--- src/design/lfsf_pkg.sv ---
// Package of the largest free square finder.
// Holds bound defaults, field widths, codes and the result word type.
// No dependencies.
`timescale 1ns / 1ps

package lfsf_pkg;

    localparam int MAX_COLS_DEF = 1024;
    localparam int MAX_ROWS_DEF = 1024;

    localparam int CHAR_W  = 8;
    localparam int POS_W   = 10;
    localparam int SIZE_W  = 11;
    localparam int CFG_IDX_W = 2;

    localparam logic [CHAR_W-1:0] OBSTACLE_RST = 8'd111;
    localparam logic [CHAR_W-1:0] FILL_RST     = 8'd120;

    localparam logic [CFG_IDX_W-1:0] CFG_OBSTACLE = 2'd0;
    localparam logic [CFG_IDX_W-1:0] CFG_FILL     = 2'd1;

    localparam logic OP_SCAN  = 1'b0;
    localparam logic OP_PAINT = 1'b1;

    localparam logic KIND_PAINT  = 1'b0;
    localparam logic KIND_REPORT = 1'b1;

    typedef struct packed {
        logic              kind;
        logic [CHAR_W-1:0] ch;
        logic              eor;
        logic [POS_W-1:0]  row;
        logic [POS_W-1:0]  col;
        logic [SIZE_W-1:0] size;
        logic              found;
        logic              overflow;
        logic              last;
    } t_result;

endpackage

--- src/design/lfsf_outq.sv ---
// Two-word output queue of the largest free square finder.
// Depends on lfsf_pkg for the result word type.
`timescale 1ns / 1ps

module lfsf_outq
    import lfsf_pkg::*;
(
    input  logic       i_clk,
    input  logic       i_rst_n,
    input  logic       i_push,
    input  t_result    i_data,
    output logic       o_valid,
    output t_result    o_data,
    input  logic       i_ready,
    output logic [1:0] o_count
);

    logic    r_v0, r_v1, n_v0, n_v1;
    t_result r_d0, r_d1, n_d0, n_d1;
    logic    pop;

    assign pop = r_v0 & i_ready;

    always_comb begin
        n_v0 = r_v0;
        n_v1 = r_v1;
        n_d0 = r_d0;
        n_d1 = r_d1;
        if (pop) begin
            n_v0 = r_v1;
            n_d0 = r_d1;
            n_v1 = 1'b0;
        end
        if (i_push) begin
            if (!n_v0) begin
                n_v0 = 1'b1;
                n_d0 = i_data;
            end else begin
                n_v1 = 1'b1;
                n_d1 = i_data;
            end
        end
    end

    always_ff @(posedge i_clk) begin
        if (!i_rst_n) begin
            r_v0 <= 1'b0;
            r_v1 <= 1'b0;
        end else begin
            r_v0 <= n_v0;
            r_v1 <= n_v1;
        end
        r_d0 <= n_d0;
        r_d1 <= n_d1;
    end

    assign o_valid = r_v0;
    assign o_data  = r_d0;
    assign o_count = {r_v0 & r_v1, r_v0 ^ r_v1};

endmodule

--- config.mk ---
export PLATFORM = sky130hd
export DESIGN_NAME = lfsf_outq
export DESIGN_NICKNAME = d
export VERILOG_FILES = /design/src/design/lfsf_pkg.sv /design/src/design/lfsf_outq.sv
export SDC_FILE = /design/constraint.sdc
export NUM_CORES = 1
export LEC_CHECK = 0
export ABC_AREA = 1
export BUFFER_PORTS_ARGS = -buffer_cell sky130_fd_sc_hd__buf_2
export CORE_UTILIZATION = 55
export DETAILED_ROUTE_END_ITERATION = 8
export PLACE_DENSITY = 0.83
export SYNTH_ARGS = -nofsm -noshare
export SYNTH_HDL_FRONTEND = slang
export SYNTH_SLANG_ARGS = --single-unit
--- constraint.sdc ---
create_clock -name i_clk -period 5.92 [get_ports i_clk]
set_clock_uncertainty 0.1 [all_clocks]
set_input_delay 0.592 -clock i_clk [delete_from_list [all_inputs] [get_ports i_clk]]
set_output_delay 0.592 -clock i_clk [all_outputs]
set_load 0.005 [all_outputs]
==> results summary <==
The max-cap violation count came out at 0. The average detailed-routed wire length per instance came out at 13.6 microns. For this run, the share of the core covered by cells in the final layout is 0.655. The CTS tree is built. The total die area came out at 6900 sq um. The fraction of final layout cells sized beyond drive strength 1 came out at 0.235. Setup violations remaining at the end of the flow were counted as 0. The library cell used most frequently in the layout, excluding fill and tap cells, is sky130_fd_sc_hd__nand2_1.

In this run the critical register-to-register path is launched from o_valid$_SDFF_PN0_. The die is 83.0 microns wide. STA classifies the critical path startpoint as a register.

The post-detailed-route DRC marker count is 0. The clock tree root driver cell is sky130_fd_sc_hd__clkbuf_8. The worst hold path belongs to the class input pin to register. The endpoint of the lowest-slack register-to-register path is r_d1[4]$_DFFE_PP_. The static power due to leakage came out at 2.07 nW.

After global routing the overflow that remains totals 0. After clock tree synthesis, the repair step resized 0 gates. The count of placed standard cells in the final layout, fillers left out came out at 554. The average cell area after synthesis is 9.17 sq um. The first detailed-routing pass took 4 iterations. Measured along the y axis, the die boundary spans 83.0 microns.

Of all nets on the critical path, the largest fanout is 49. Tracing the worst setup path back leads to its startpoint at o_valid$_SDFF_PN0_. The relative slew slack is 0.334.

Summed over all failing endpoints, the final setup total negative slack is 0 ns. The number of buffers on the longest clock path came out at 2. When the netlist entered floorplanning its net count stood at 443.

The via count came out at 2888. The worst setup path is captured at an output pin. The boundary pin count is 95. The post-synthesis instance total is 394. The count of pins over their slew limit is 0. Clock-pin slew was measured on the worst setup and hold paths at 0.09 ns. The shortest period the worst path allows came out at 2.53 ns.

Counting flops and latches in the post-synthesis netlist gives 90. The post-place instance area came out at 4000 sq um. The peak supply drop is 0.171 mV. The largest individual stage delay along the critical path comes from the cell sky130_fd_sc_hd__dfxtp_2. The total number of clock tree sinks is 90. The number of global-route vias before repair is 2763.

The run finished with clean final reports. Data arrives at the worst endpoint at 1.84 ns. The synthesized cell area came out at 3610 sq um. The hold violation total from the final report is 0. The number of core rows came out at 29. The initial utilization of the core area, before any placement, comes to 0.569. The antenna diode count came out at 0. The number of antenna violations at the first check in global routing came out at 0. The capture point of the critical path is o_count[0]. The internal reg-to-reg setup slack came out at 3.46 ns. The delay of the slowest cell on the worst path came out at 0.99 ns. The total power density per cell area is 303 nW/um^2. The final cell area excluding filler cells came out at 4160 sq um. Summed over all layers, the routed wires come to 7.54 mm. Once placement completed, the tool counted placed cells totaling 538. The clock tree synthesis step divided the H-tree into 3 levels. The area added between synthesis and finish came out at 15.2%. In the global route stage, overall resource usage came out at 0.224.

The core outline area came out at 6350 sq um. The final antenna-violating net count came out at 0. Setup repair after global routing left no endpoint under its margin. Derived from the worst setup path, the maximum achievable clock frequency is 396 MHz. Hold repair after CTS inserted 0 buffers. The initial detailed-routing violation count is 256. Leaving out fill and tap cells, the most frequent cells in the layout are sky130_fd_sc_hd__nand2_1 (177), sky130_fd_sc_hd__buf_2 (94), sky130_fd_sc_hd__nand3_1 (89). The number of different library cells used by synthesis comes to 12. After detailed routing, the number of vias per cell comes to 5.21. The count of filler cells inserted in the layout came out at 536. The final RePlAce weighted congestion is 0.764. The count of warnings emitted by yosys came out at 0. The pin slew with the least headroom to its limit came out at 0.999 ns. The first global-routing pass estimated 12.4 mm of wire. The number of buffers inserted to repair setup after CTS came out at 0.

The depth of the most critical reg-to-reg path is 2. The count of input and output buffers came out at 94. Traced cell by cell, the critical path runs through ha_1, buf_2. The half-perimeter wire length after placement is 4.37 mm. The fraction of the yosys area taken by sequential cells came out at 0.621. The total power of the final layout is 1.26 mW. STA puts the critical path data required time at 5.23 ns.

Buffers inserted during clock tree synthesis total 9. The insertion delay to the later sink of the worst-skew pair came out at 0.35 ns. The final-stage net count is 521. The setup path with the least slack is of type register to output pin. The part of the cycle the worst path needs came out at 0.427.

Entering global routing, the biggest net connects 50 pins.
## flip-flops by register name (all words and copies together), names as in the netlist
register / flops
r_v1: 1
o_valid: 1
o_data: 44
r_d1: 44
## worst min path at each step
stage	start	to	cells after the start
floorplan	r_v1$_SDFF_PN0_	r_v1$_SDFF_PN0_	2
global placement	r_v1$_SDFF_PN0_	r_v1$_SDFF_PN0_	2
detailed placement	r_v1$_SDFF_PN0_	r_v1$_SDFF_PN0_	2
CTS	i_data[9]	r_d1[9]$_DFFE_PP_	1
global route	i_data[12]	r_d1[12]$_DFFE_PP_	1
finish	i_data[28]	r_d1[28]$_DFFE_PP_	1
## synth_stat cells
library cell / instances / area [sq um]
sky130_fd_sc_hd__buf_4: 9 / 67.6
sky130_fd_sc_hd__buf_6: 4 / 45.0
sky130_fd_sc_hd__nand2_4: 3 / 33.8
sky130_fd_sc_hd__a21oi_1: 2 / 10.0
sky130_fd_sc_hd__inv_1: 4 / 15.0
sky130_fd_sc_hd__nand3_1: 89 / 445
sky130_fd_sc_hd__dfxtp_1: 46 / 921
sky130_fd_sc_hd__edfxtp_1: 44 / 1320
sky130_fd_sc_hd__ha_1: 1 / 12.5
sky130_fd_sc_hd__buf_2: 14 / 70.1
sky130_fd_sc_hd__nand2_1: 177 / 664
sky130_fd_sc_hd__nand2_2: 1 / 6.26
## report_power, final
group / internal (mW) / switching (mW) / leakage (nW)
Clock: 0.160 / 0.200 / 0.0852
Combinational: 0.0733 / 0.0974 / 1.19
Sequential: 0.701 / 0.0282 / 0.788
## cells by family after synthesis
family | Yosys count | share of synthesized area
buffers and inverters | 31 | 0.0547
adders and majority gates | 1 | 0.00346
DFF | 90 | 0.621
and+or+nand+nor | 270 | 0.318
AOI/OAI and AO/OA | 2 | 0.00277
## critical path: cells and delay by family, from the launching register on
kind                       cells  cell delay, ns
DFF                            1            0.99
adders and majority gates      1            0.37
buffers and inverters          1            0.13
## area by class of cell
class                   instances  area (sq um)  area share
flip-flops and latches         90          2240       0.539
multi-input cells             273          1170       0.282
repair buffers                 94           470       0.113
clock buffers                  12           145      0.0349
well taps                      77          96.3      0.0232
clock inverters                 4          17.5     0.00421
inverters                       4          15.0     0.00361
## per-layer routing
layer	global-route usage	share of wire
met3	0.0437	0.057
met2	0.379	0.50
met4	0.0987	0.015
met5	0	0
met1	0.280	0.43
## per-stage QoR
stage / setup slack, ns / hold WS [ns]
after global routing: 3.26 / 0.326
final: 3.39 / 0.332
after floorplan: 3.62 / 0.357
after CTS: 3.39 / 0.326
after global placement: 3.18 / 0.383
after detailed placement: 3.12 / 0.398
(Power assumes the default switching activity.)
